===== src/sv/tfd_pkg.sv =====
// Shared types and constants for the TPKT frame delineator.
package tfd_pkg;

   localparam logic [7:0]  TPKT_START        = 8'h03;
   localparam logic [7:0]  TPKT_RESERVED     = 8'h00;
   localparam logic [15:0] TPKT_HEADER_BYTES = 16'd4;
   localparam logic [15:0] MAX_LEN_RESET     = 16'd8192;

   typedef enum logic [1:0] {
      KIND_DISCARD = 2'd0,
      KIND_HEADER  = 2'd1,
      KIND_PAYLOAD = 2'd2,
      KIND_LAST    = 2'd3
   } kind_type;

   typedef enum logic [1:0] {
      PH_START   = 2'd0,
      PH_HEADER  = 2'd1,
      PH_PAYLOAD = 2'd2
   } phase_type;

   typedef struct packed {
      logic [7:0]  byte_out;
      kind_type    byte_kind;
      logic        frame_error;
      logic [15:0] frame_length;
   } result_type;

endpackage


===== src/sv/tfd_engine.sv =====
// Framing state machine: tags each accepted byte and tracks the frame position.
module tfd_engine (
   input  logic               clock,
   input  logic               reset,
   input  logic               accept,
   input  logic [7:0]         byte_value,
   input  logic [15:0]        max_frame_length,
   output tfd_pkg::result_type result
);
   import tfd_pkg::*;

   phase_type   phase_ff, phase_in;
   logic        hunting_ff, hunting_in;
   logic [1:0]  header_pos_ff, header_pos_in;
   logic [15:0] length_seen_ff, length_seen_in;
   logic [15:0] bytes_left_ff, bytes_left_in;

   logic [15:0] len_full;
   logic        len_bad;
   logic        len_min;

   assign len_full = {length_seen_ff[15:8], byte_value};
   assign len_bad  = (len_full < TPKT_HEADER_BYTES) || (len_full > max_frame_length);
   assign len_min  = (len_full == TPKT_HEADER_BYTES);

   // Next state.
   always_comb begin
      phase_in       = phase_ff;
      hunting_in     = hunting_ff;
      header_pos_in  = header_pos_ff;
      length_seen_in = length_seen_ff;
      bytes_left_in  = bytes_left_ff;
      if (hunting_ff) begin
         if (header_pos_ff == 2'd1 && byte_value == TPKT_RESERVED) begin
            hunting_in    = 1'b0;
            phase_in      = PH_HEADER;
            header_pos_in = 2'd2;
         end else if (byte_value == TPKT_START) begin
            header_pos_in = 2'd1;
         end else begin
            header_pos_in = 2'd0;
         end
      end else begin
         case (phase_ff)
            PH_HEADER: begin
               if (header_pos_ff == 2'd2) begin
                  length_seen_in = {byte_value, 8'h00};
                  header_pos_in  = 2'd3;
               end else if (header_pos_ff == 2'd3) begin
                  length_seen_in = len_full;
                  header_pos_in  = 2'd0;
                  if (len_bad) begin
                     hunting_in = 1'b1;
                     phase_in   = PH_START;
                  end else if (len_min) begin
                     phase_in = PH_START;
                  end else begin
                     bytes_left_in = len_full - TPKT_HEADER_BYTES;
                     phase_in      = PH_PAYLOAD;
                  end
               end else begin
                  header_pos_in = 2'd2;
               end
            end
            PH_PAYLOAD: begin
               if (bytes_left_ff <= 16'd1) begin
                  bytes_left_in = '0;
                  phase_in      = PH_START;
                  header_pos_in = 2'd0;
               end else begin
                  bytes_left_in = bytes_left_ff - 16'd1;
               end
            end
            default: begin
               if (byte_value == TPKT_START) begin
                  phase_in      = PH_HEADER;
                  header_pos_in = 2'd1;
               end else begin
                  hunting_in    = 1'b1;
                  phase_in      = PH_START;
                  header_pos_in = 2'd0;
               end
            end
         endcase
      end
   end

   // Result tagging for the current byte.
   always_comb begin
      result.byte_out     = byte_value;
      result.byte_kind    = KIND_DISCARD;
      result.frame_error  = 1'b0;
      result.frame_length = '0;
      if (hunting_ff) begin
         if ((header_pos_ff == 2'd1 && byte_value == TPKT_RESERVED)
             || byte_value == TPKT_START) begin
            result.byte_kind = KIND_HEADER;
         end
      end else begin
         case (phase_ff)
            PH_HEADER: begin
               result.byte_kind = KIND_HEADER;
               if (header_pos_ff == 2'd3) begin
                  if (len_bad) begin
                     result.frame_error = 1'b1;
                  end else if (len_min) begin
                     result.byte_kind    = KIND_LAST;
                     result.frame_length = len_full;
                  end
               end
            end
            PH_PAYLOAD: begin
               if (bytes_left_ff <= 16'd1) begin
                  result.byte_kind    = KIND_LAST;
                  result.frame_length = length_seen_ff;
               end else begin
                  result.byte_kind = KIND_PAYLOAD;
               end
            end
            default: begin
               if (byte_value == TPKT_START) begin
                  result.byte_kind = KIND_HEADER;
               end
            end
         endcase
      end
   end

   always_ff @(posedge clock) begin
      if (reset) begin
         phase_ff       <= PH_START;
         hunting_ff     <= 1'b0;
         header_pos_ff  <= 2'd0;
         length_seen_ff <= '0;
         bytes_left_ff  <= '0;
      end else if (accept) begin
         phase_ff       <= phase_in;
         hunting_ff     <= hunting_in;
         header_pos_ff  <= header_pos_in;
         length_seen_ff <= length_seen_in;
         bytes_left_ff  <= bytes_left_in;
      end
   end

   a_error_on_header: assert property (@(posedge clock) disable iff (reset)
      accept && result.frame_error |-> result.byte_kind == KIND_HEADER)
      else $error("frame error reported on a byte that is not a header byte");

   a_length_on_last: assert property (@(posedge clock) disable iff (reset)
      accept |-> ((result.byte_kind == KIND_LAST) == (result.frame_length != 16'd0)))
      else $error("frame length does not match the last-byte tag");

   a_hunt_in_start: assert property (@(posedge clock) disable iff (reset)
      hunting_ff |-> phase_ff == PH_START)
      else $error("hunting outside the start phase");

   a_left_in_payload: assert property (@(posedge clock) disable iff (reset)
      phase_ff != PH_PAYLOAD |-> bytes_left_ff == 16'd0)
      else $error("payload count left over outside the payload phase");

endmodule


===== src/sv/tpkt_frame_delineator.sv =====
// Top level of the TPKT frame delineator with its result register and control register.
//
// Usage: one byte of a transport stream enters per request on the req_ channel
// (req_valid, req_stall, req_byte_value). Each byte yields exactly one response on
// the rsp_ channel: the byte itself, its kind (discarded, header, payload or last
// byte of a frame), a frame error flag on the length byte that carried an invalid
// length, and the total frame length on the last byte of a frame.
// The response is registered: rsp_valid rises in the cycle after a byte is accepted.
// One byte is accepted per cycle while req_stall is low; the framing update is a single
// pass from the accepted byte into the response register.
// While a response waits and rsp_stall is high, req_stall is raised and the
// framing state holds. When the waiting response is taken in the same cycle, a
// new request is accepted in that cycle.
// csr_write_enable and csr_write_data set the largest accepted frame length; write
// it only while no request is in flight. Reset (synchronous) restores 8192, puts the
// framer in sync waiting for a start byte and empties the response register.
module tpkt_frame_delineator (
   input  logic        clock,
   input  logic        reset,
   input  logic        req_valid,
   output logic        req_stall,
   input  logic [7:0]  req_byte_value,
   output logic        rsp_valid,
   input  logic        rsp_stall,
   output logic [7:0]  rsp_byte_out,
   output logic [1:0]  rsp_byte_kind,
   output logic        rsp_frame_error,
   output logic [15:0] rsp_frame_length,
   input  logic        csr_write_enable,
   input  logic [15:0] csr_write_data
);
   import tfd_pkg::*;

   logic        accept;
   logic        rsp_valid_ff;
   result_type  rsp_ff;
   result_type  result;
   logic [15:0] max_len_ff;

   assign req_stall = rsp_valid_ff && rsp_stall;
   assign accept    = req_valid && !req_stall;

   tfd_engine u_engine (
      .clock            (clock),
      .reset            (reset),
      .accept           (accept),
      .byte_value       (req_byte_value),
      .max_frame_length (max_len_ff),
      .result           (result)
   );

   always_ff @(posedge clock) begin
      if (reset) begin
         max_len_ff <= MAX_LEN_RESET;
      end else if (csr_write_enable) begin
         max_len_ff <= csr_write_data;
      end
   end

   always_ff @(posedge clock) begin
      if (reset) begin
         rsp_valid_ff <= 1'b0;
      end else if (accept) begin
         rsp_valid_ff <= 1'b1;
      end else if (!rsp_stall) begin
         rsp_valid_ff <= 1'b0;
      end
   end

   always_ff @(posedge clock) begin
      if (accept) begin
         rsp_ff <= result;
      end
   end

   assign rsp_valid        = rsp_valid_ff;
   assign rsp_byte_out     = rsp_ff.byte_out;
   assign rsp_byte_kind    = rsp_ff.byte_kind;
   assign rsp_frame_error  = rsp_ff.frame_error;
   assign rsp_frame_length = rsp_ff.frame_length;

endmodule


===== config.mk =====
export PLATFORM = sky130hd
export DESIGN_NAME = tpkt_frame_delineator
export DESIGN_NICKNAME = d
export VERILOG_FILES = /design/src/sv/tfd_pkg.sv /design/src/sv/tfd_engine.sv /design/src/sv/tpkt_frame_delineator.sv
export SDC_FILE = /design/constraint.sdc
export NUM_CORES = 1
export LEC_CHECK = 0
export ABC_AREA = 1
export BUFFER_PORTS_ARGS = -buffer_cell sky130_fd_sc_hd__buf_2
export CAP_MARGIN = 20
export CORE_UTILIZATION = 42
export DETAILED_ROUTE_END_ITERATION = 10
export GPL_TIMING_DRIVEN = 0
export MAX_ROUTING_LAYER = met4
export SYNTH_ARGS = -nofsm -noshare
export SYNTH_HDL_FRONTEND = slang
export SYNTH_SLANG_ARGS = --single-unit

===== constraint.sdc =====
create_clock -name clock -period 1.94 [get_ports clock]
set_input_delay 0.097 -clock clock [delete_from_list [all_inputs] [get_ports clock]]
set_output_delay 0.097 -clock clock [all_outputs]
set_load 0.005 [all_outputs]

==> key figures, run 1 <==
Floorplan
  – # rows: 37
  – Num ports: 58
  – Die area: 0.0112 mm2
  – Die H: 106 um
  – Starting Density: 43.6%
  – Core ar.: 0.0104 mm2
  – Die Span X: 106 um

Pwr
  – Register share of total power: 42.9%
  – Cell Int Power: 2890 uW
  – Peak supply drop: 0.358 mV
  – PD cells: 772 mW/mm2
  – Clock share of power: 28.5%
  – Leak: 0.00250 uW
  – Combinational power share: 28.6%
  – Sw frac: 35.7%
  – Tot Pwr: 4490 uW
  – Sw power: 1600 uW

Cells and area
  – Layout cells sized above 1: 26.6%
  – Commonest non-fill, non-tap cells in the layout: nand2_1, nor2_1, a21oi_1
  – Commonest non-fill, non-tap cell in the layout: nand2_1
  – Area grow syn2layout: 28.5%
  – # fillers: 1,012
  – Final Util: 56.0%
  – Final net count: 757
  – Ant diodes: 0

Synth
  – Synth Cell Area: 0.00452 mm2
  – Netlist cell types: 39
  – Yosys reg bits: 81
  – Mapped Cells: 599
  – Post-synthesis sequential area ratio: 41.8%
  – Synth warn: 0
  – Syn Area/Cell: 7.55 um2
  – Syn Nets: 651

STA
  – F_max: 539 MHz
  – Worst Max-Slew Pin Slew: 0.728 ns
  – Min Hold Slack: 0.00458 ns
  – Max transition margin: 51.4%
  – Final critical-path share of the clock period: 95.6%
  – Slew Viols, Final: 0
  – RSZ-0062 raised after global routing: true
  – Min Tclk post-route: 1.86 ns
  – Final Setup Violations: 0
  – Final Hold Fails: 0
  – Fin Clk Skew: 0.0193 ns

Global route
  – Antenna violations before repair: 0
  – First-pass GRT wire length: 20,000 um
  – Via count of the first global-routing pass: 4,024
  – Total gr overflow: 0
  – Largest net degree at the start of global routing: 19
  – GRT Total Usage: 23.8%

Clocking
  – CTS tree: yes
  – Worst-Skew Late Latency: 0.38 ns
  – H-tree depth: 3
  – Clk sinks: 81
  – Inserted Clock Buffers: 9
  – Maximum buffer depth of the clock tree: 2
  – Clk root buf: clkbuf_8
  – Reg clk slew, reported paths: 0.10 ns

Setup path
  – Max incr delay on CP: 0.54 ns
  – CP max stage cell: dlygate4sd3_1
  – CP delay by family, top: buffers and inverters
  – CP Buf/Inv Count: 5
  – Crit path top cell by count: buf_4
  – Crit Path Class: in2reg
  – Crit start category: input pin
  – CP Cell Sequence: dlygate4sd3_1 > buf_2 > inv_2 > nand3_2 > nor2_2 > nand3_1 > nor4_4 > buf_4 > buf_4 > nand4_1 > a21oi_1
  – Req. time, crit path: 2.15 ns
  – Critical path data arrival time: 2.07 ns
  – Critical path endpoint category: flop
  – R2R cell count: 11
  – Stages on the worst setup path: 11
  – Largest driver fanout on the critical path: 5

Status
  – Status: finished, final reports clean

Drt
  – Detailed-route via count: 4,350
  – First-iteration detailed-routing DRC count: 159
  – Final ANT Viol Nets: 0
  – First drt pass iteration count: 5
  – Final WL: 12,600 um
  – DR vias/cell: 5.14
  – DRC Markers: 0
  – WL/cell: 14.9 um

Placed design
  – DP HPWL: 8810 um
  – RePlAce Congestion: 0.928
  – Count of buffers from port buffering: 57

Flow run
  – Max-Cap Viols: 0

Hold path
  – Hold crit path type: in2reg
  – WHS Path Cells: 3
[kinds of logic (layout without fill, tap and decap cells)]
| family | after synthesis | after routing | share of synthesized area (%) |
|---|---|---|---|
| DFF | 81 | 81 | 41.8 |
| adders and majority gates | 23 | 23 | 6.36 |
| xor gates and xnor gates | 15 | 15 | 2.90 |
| AOI/OAI and AO/OA | 139 | 139 | 16.2 |
| buffers and inverters | 92 | 201 | 8.19 |
| and+or+nand+nor | 249 | 251 | 24.6 |
[layer usage]
layer | vias to the layer above | wire (um) | global-route usage (%)
met1 | 1997 | 5810 | 29.7
met3 | 14 | 558 | 4.27
met4 | 0 | 196 | 7.04
met2 | 121 | 6020 | 39.5
li1 | 2218 | - | -
met5 | - | 0 | -
[worst paths after layout]
path                                                               start                                      end  slack, ns
worst max-delay path                                   req_byte_value[4]        rsp_frame_length[3]$_SDFFCE_PP0P_       0.08
worst min-delay path                                  csr_write_data[11]              max_len_ff[11]$_SDFFE_PP0P_      0.005
worst max register to register  u_engine.length_seen_ff[15]$_SDFFE_PP0P_   u_engine.bytes_left_ff[6]$_SDFFE_PP0P_       0.10
worst min register to register   u_engine.length_seen_ff[0]$_SDFFE_PP0P_  u_engine.length_seen_ff[0]$_SDFFE_PP0P_       0.47
[cell usage after synthesis]
| master | n | area (um2) |
|---|---|---|
| nand2_1 | 98 | 368 |
| nor2_1 | 86 | 323 |
| a21oi_1 | 81 | 405 |
| inv_1 | 67 | 251 |
| dfxtp_1 | 54 | 1080 |
| o21ai_0 | 41 | 205 |
| nand3_1 | 34 | 170 |
| edfxtp_1 | 27 | 811 |
| ha_1 | 23 | 288 |
| clkbuf_1 | 9 | 33.8 |
| nand4_1 | 9 | 56.3 |
| xor2_1 | 9 | 78.8 |
| buf_2 | 6 | 30.0 |
| nor3_1 | 6 | 30.0 |
| xnor2_1 | 6 | 52.6 |
| o22ai_1 | 5 | 31.3 |
| inv_2 | 3 | 11.3 |
| nand2_2 | 3 | 18.8 |
| a21oi_2 | 2 | 17.5 |
| a31oi_1 | 2 | 12.5 |
| buf_4 | 2 | 15.0 |
| clkinv_1 | 2 | 7.51 |
| nand3_2 | 2 | 20.0 |
| nand3b_1 | 2 | 15.0 |
| nor2_2 | 2 | 12.5 |
| nor2_4 | 2 | 22.5 |
| nor4_4 | 2 | 42.5 |
| o21ai_1 | 2 | 10.0 |
| o21ai_2 | 2 | 17.5 |
| a211oi_1 | 1 | 7.51 |
| a21o_1 | 1 | 7.51 |
| and3_1 | 1 | 6.26 |
| buf_1 | 1 | 3.75 |
| buf_6 | 1 | 11.3 |
| inv_4 | 1 | 6.26 |
| nor2_8 | 1 | 20.0 |
| nor4_1 | 1 | 6.26 |
| o21a_1 | 1 | 7.51 |
| o22a_1 | 1 | 8.76 |
[final cells by class]
type / instances / area [um2] / share of cell area, %
multi-input cells: 428 / 2510 / 43.1
flip-flops and latches: 81 / 1930 / 33.2
repair buffers: 93 / 597 / 10.3
inverters: 73 / 279 / 4.80
well taps: 136 / 170 / 2.93
clock buffers: 9 / 124 / 2.13
plain buffers: 19 / 121 / 2.09
clock inverters: 7 / 81.3 / 1.40
[power by group through the flow]
stage | Combinational (uW) | Sequential [uW] | Clock (uW)
6_report | 1280 | 1930 | 1280
3_3_place_gp | 1050 | 1970 | 0
2_1_floorplan | 802 | 1960 | 0
4_1_cts | 1130 | 1930 | 1300
5_1_grt | 1430 | 1940 | 1370
3_5_place_dp | 1070 | 1970 | 0
[sequential cells by signal, indices dropped and copies added (netlist names)]
register	count
max_len_ff	16
rsp_frame_length	16
u_engine.bytes_left_ff	16
u_engine.length_seen_ff	16
rsp_byte_out	8
rsp_byte_kind	2
u_engine.header_pos_ff	2
u_engine.phase_ff	2
rsp_frame_error	1
rsp_valid	1
u_engine.hunting_ff	1
[worst register-to-register path, cell delays in order, from the launching register on]
cell and delay (ns):
dfxtp_4 0.40, ha_4 0.28, nand2_2 0.07, nor3_2 0.20, nand3_1 0.14, nand2_4 0.13
nand3_4 0.10, nand2_8 0.11, buf_6 0.13, nand3_1 0.06, nand2_1 0.07, nor2_1 0.06
[per-stage QoR]
step                setup slack [ns]  TNS [ns]  cells  area, um2
floorplan                   -0.00505  -0.00505    599       4520
global placement              -0.518    -12.02    792       4980
detailed placement            -0.529    -13.12    792       4980
CTS                         -0.00427  -0.00427    829       5450
global route                 -0.0369    -0.312    846       5810
finish                        0.0845         0    846       5810
[repair_timing]
action / in CTS / in global routing
buffers inserted: 7 / 15
endpoints found under the hold margin: 9 / 0
hold buffers: 11 / 0
pin swaps: 5 / 16
gates resized for setup: 32 / 61
endpoints found under the setup margin: 50 / 36
cloned: 3 / 2
Note: power is estimated with default switching activity, not from simulation.
==> run 2: changes to the inputs <==
- CORE_MARGIN: not set -> 4
- CTS_BUF_LIST: not set -> sky130_fd_sc_hd__clkbuf_4
- REMOVE_ABC_BUFFERS: not set -> 1
==> run 2 against run 1 <==
Cell area grew 5.0%. Final cell count up 0.83%. Count of clock-buffer cells in the layout increased by 1. Fmax decreased by 5.3%. Sequential share of layout area is 1.6 points lower. The flow now finishes with violations (setup timing).
==> key figures, run 2 (synthesized netlist as in run 1, its figures left out) <==
Drt
  – DR vias/cell: 5.18
  – Final WL: 13,100 um
  – First-iteration detailed-routing DRC count: 293
  – DRC Markers: 0
  – WL/cell: 15.3 um
  – Detailed-route via count: 4,421
  – First drt pass iteration count: 4
  – Final ANT Viol Nets: 0

Cells and area
  – Multi-input gate area: 0.00270 mm2
  – Reg area: 0.00193 mm2
  – Ant diodes: 0
  – Layout cells sized above 1: 28.9%
  – # fillers: 957
  – Area grow syn2layout: 34.8%
  – Commonest non-fill, non-tap cells in the layout: nand2_1, nor2_1, a21oi_1
  – Final net count: 764
  – Commonest non-fill, non-tap cell in the layout: nand2_1
  – Final Non-Filler Cells: 853

Floorplan
  – Num ports: 58
  – Core ar.: 0.0104 mm2
  – # rows: 37
  – Die area: 0.0125 mm2
  – Starting Density: 43.4%
  – Die Span X: 112 um
  – Die H: 112 um

Pwr
  – PD cells: 728 mW/mm2
  – Peak supply drop: 0.406 mV
  – Leak: 0.00258 uW

Setup path
  – Reg2reg start: u_engine.length_seen_ff[11]$_SDFFE_PP0P_
  – Req. time, crit path: 2.28 ns
  – Largest driver fanout on the critical path: 8
  – Crit start category: flop
  – Crit Path Class: reg2reg
  – Capture point of the critical path: u_engine.bytes_left_ff[13]$_SDFFE_PP0P_
  – Critical path data arrival time: 2.30 ns
  – Setup crit start: u_engine.length_seen_ff[11]$_SDFFE_PP0P_
  – R2R cell count: 10
  – Critical path endpoint category: flop
  – R2r endpoint: u_engine.bytes_left_ff[13]$_SDFFE_PP0P_
  – FF-to-FF setup slack: -0.02 ns

Placed design
  – RePlAce Congestion: 0.907
  – DP HPWL: 8110 um
  – Placed cell count: 775
  – Count of buffers from port buffering: 57

Clocking
  – Clk root buf: clkbuf_4
  – Worst-Skew Late Latency: 0.45 ns
  – CTS tree: yes
  – Maximum buffer depth of the clock tree: 2
  – Inserted Clock Buffers: 9
  – Clk sinks: 81
  – H-tree depth: 3
  – Reg clk slew, reported paths: 0.15 ns

Global route
  – GRT Total Usage: 20.7%
  – Largest net degree at the start of global routing: 31
  – Total gr overflow: 0
  – Antenna violations before repair: 0
  – Via count of the first global-routing pass: 4,076
  – First-pass GRT wire length: 20,300 um

STA
  – Slew Viols, Final: 0
  – Final critical-path share of the clock period: 101%
  – Max transition margin: 48.8%
  – Final Hold Fails: 0
  – F_max: 511 MHz
  – Final Setup Violations: 1
  – Worst Max-Slew Pin Slew: 0.760 ns
  – Min Tclk post-route: 1.96 ns
  – Setup ws final: -0.0184 ns
  – Min Hold Slack: 0.0300 ns
  – RSZ-0062 raised after global routing: true
  – Fin Clk Skew: 0.0223 ns

Status
  – Status: complete, but fails checks
  – Failing checks: setup timing

Flow run
  – Max-Cap Viols: 0

Hold path
  – WHS Path Cells: 3
  – Hold crit path type: in2reg
[run 2: cell count changes in the layout (fill, tap and decap cells not counted), moves of 5 or more]
cell,before,now
clkbuf_8,9,0
clkbuf_1,7,0
nand3_2,2,16
buf_2,61,56
nand3_1,33,20
clkbuf_4,2,10
buf_6,6,0
dlygate4sd3_1,11,30
[run 2: final cells by class]
type | instances | area share (%)
multi-input cells | 432 | 44.2
clock buffers | 10 | 1.23
inverters | 73 | 4.66
clock inverters | 6 | 1.23
flip-flops and latches | 81 | 31.7
repair buffers | 115 | 14.2
well taps | 136 | 2.79
[run 2: routing by layer]
layer  vias to the layer above  global-route usage (%)  part of all wire (%)
met2                       106                    33.4                    48
met1                      2065                    26.9                    46
met3                        17                    2.99                   5.0
met4                         0                    6.73                   1.4
li1                       2233                       -                     -
met5                         -                       -                     0
[run 2: what timing repair did]
| action | 4_1_cts | 5_1_grt |
|---|---|---|
| resized for setup | 35 | 73 |
| gates cloned | 3 | 3 |
| setup buffers | 5 | 21 |
| endpoints found under the setup margin | 55 | 34 |
| hold buffers | 28 | 3 |
| hold endpoints to repair | 29 | 3 |
| pin swaps | 5 | 22 |
[run 2: how the worst min path moves through the flow]
stage | to | from
3_5_place_dp | rsp_byte_out[0]$_DFFE_PP_ | req_byte_value[0]
3_3_place_gp | max_len_ff[13]$_SDFFE_PP1P_ | csr_write_data[13]
5_1_grt | u_engine.length_seen_ff[6]$_SDFFE_PP0P_ | req_byte_value[6]
2_1_floorplan | rsp_valid$_SDFFE_PP0P_ | reset
6_report | u_engine.length_seen_ff[6]$_SDFFE_PP0P_ | req_byte_value[6]
4_1_cts | rsp_byte_out[7]$_DFFE_PP_ | req_byte_value[7]
[run 2: stage by stage]
| stage | worst slack, ns | total power [uW] | TNS (ns) | utilization [%] | area [um2] |
|---|---|---|---|---|---|
| after floorplan | -0.658 | 2740 | -10.70 | - | 4430 |
| after global placement | -1.40 | 3000 | -31.12 | 46.9 | 4880 |
| after detailed placement | -0.811 | 3040 | -22.46 | 47.4 | 4940 |
| after CTS | -0.0129 | 4230 | -0.0140 | 53.4 | 5560 |
| after global routing | -0.111 | 4710 | -1.41 | 58.5 | 6100 |
| final | -0.0184 | 4440 | -0.0184 | 58.5 | 6100 |
[run 2: power breakdown]
group | leakage, uW | switching [uW] | internal [uW]
sequential | 0.000721 | 86.7 | 1850
combinational | 0.00177 | 836 | 582
clock | 0.0000795 | 653 | 428
total | 0.00258 | 1580 | 2860
[run 2: critical path, stage by stage (launching register included)]
cell and delay (ns):
dfxtp_4 0.41, ha_4 0.28, nand4_1 0.09, nor3_2 0.22, nand3_2 0.11, nand2_4 0.13, nand3_4 0.22, nand2_8 0.19
nand3_2 0.09, nand2_1 0.07, nor2_1 0.04
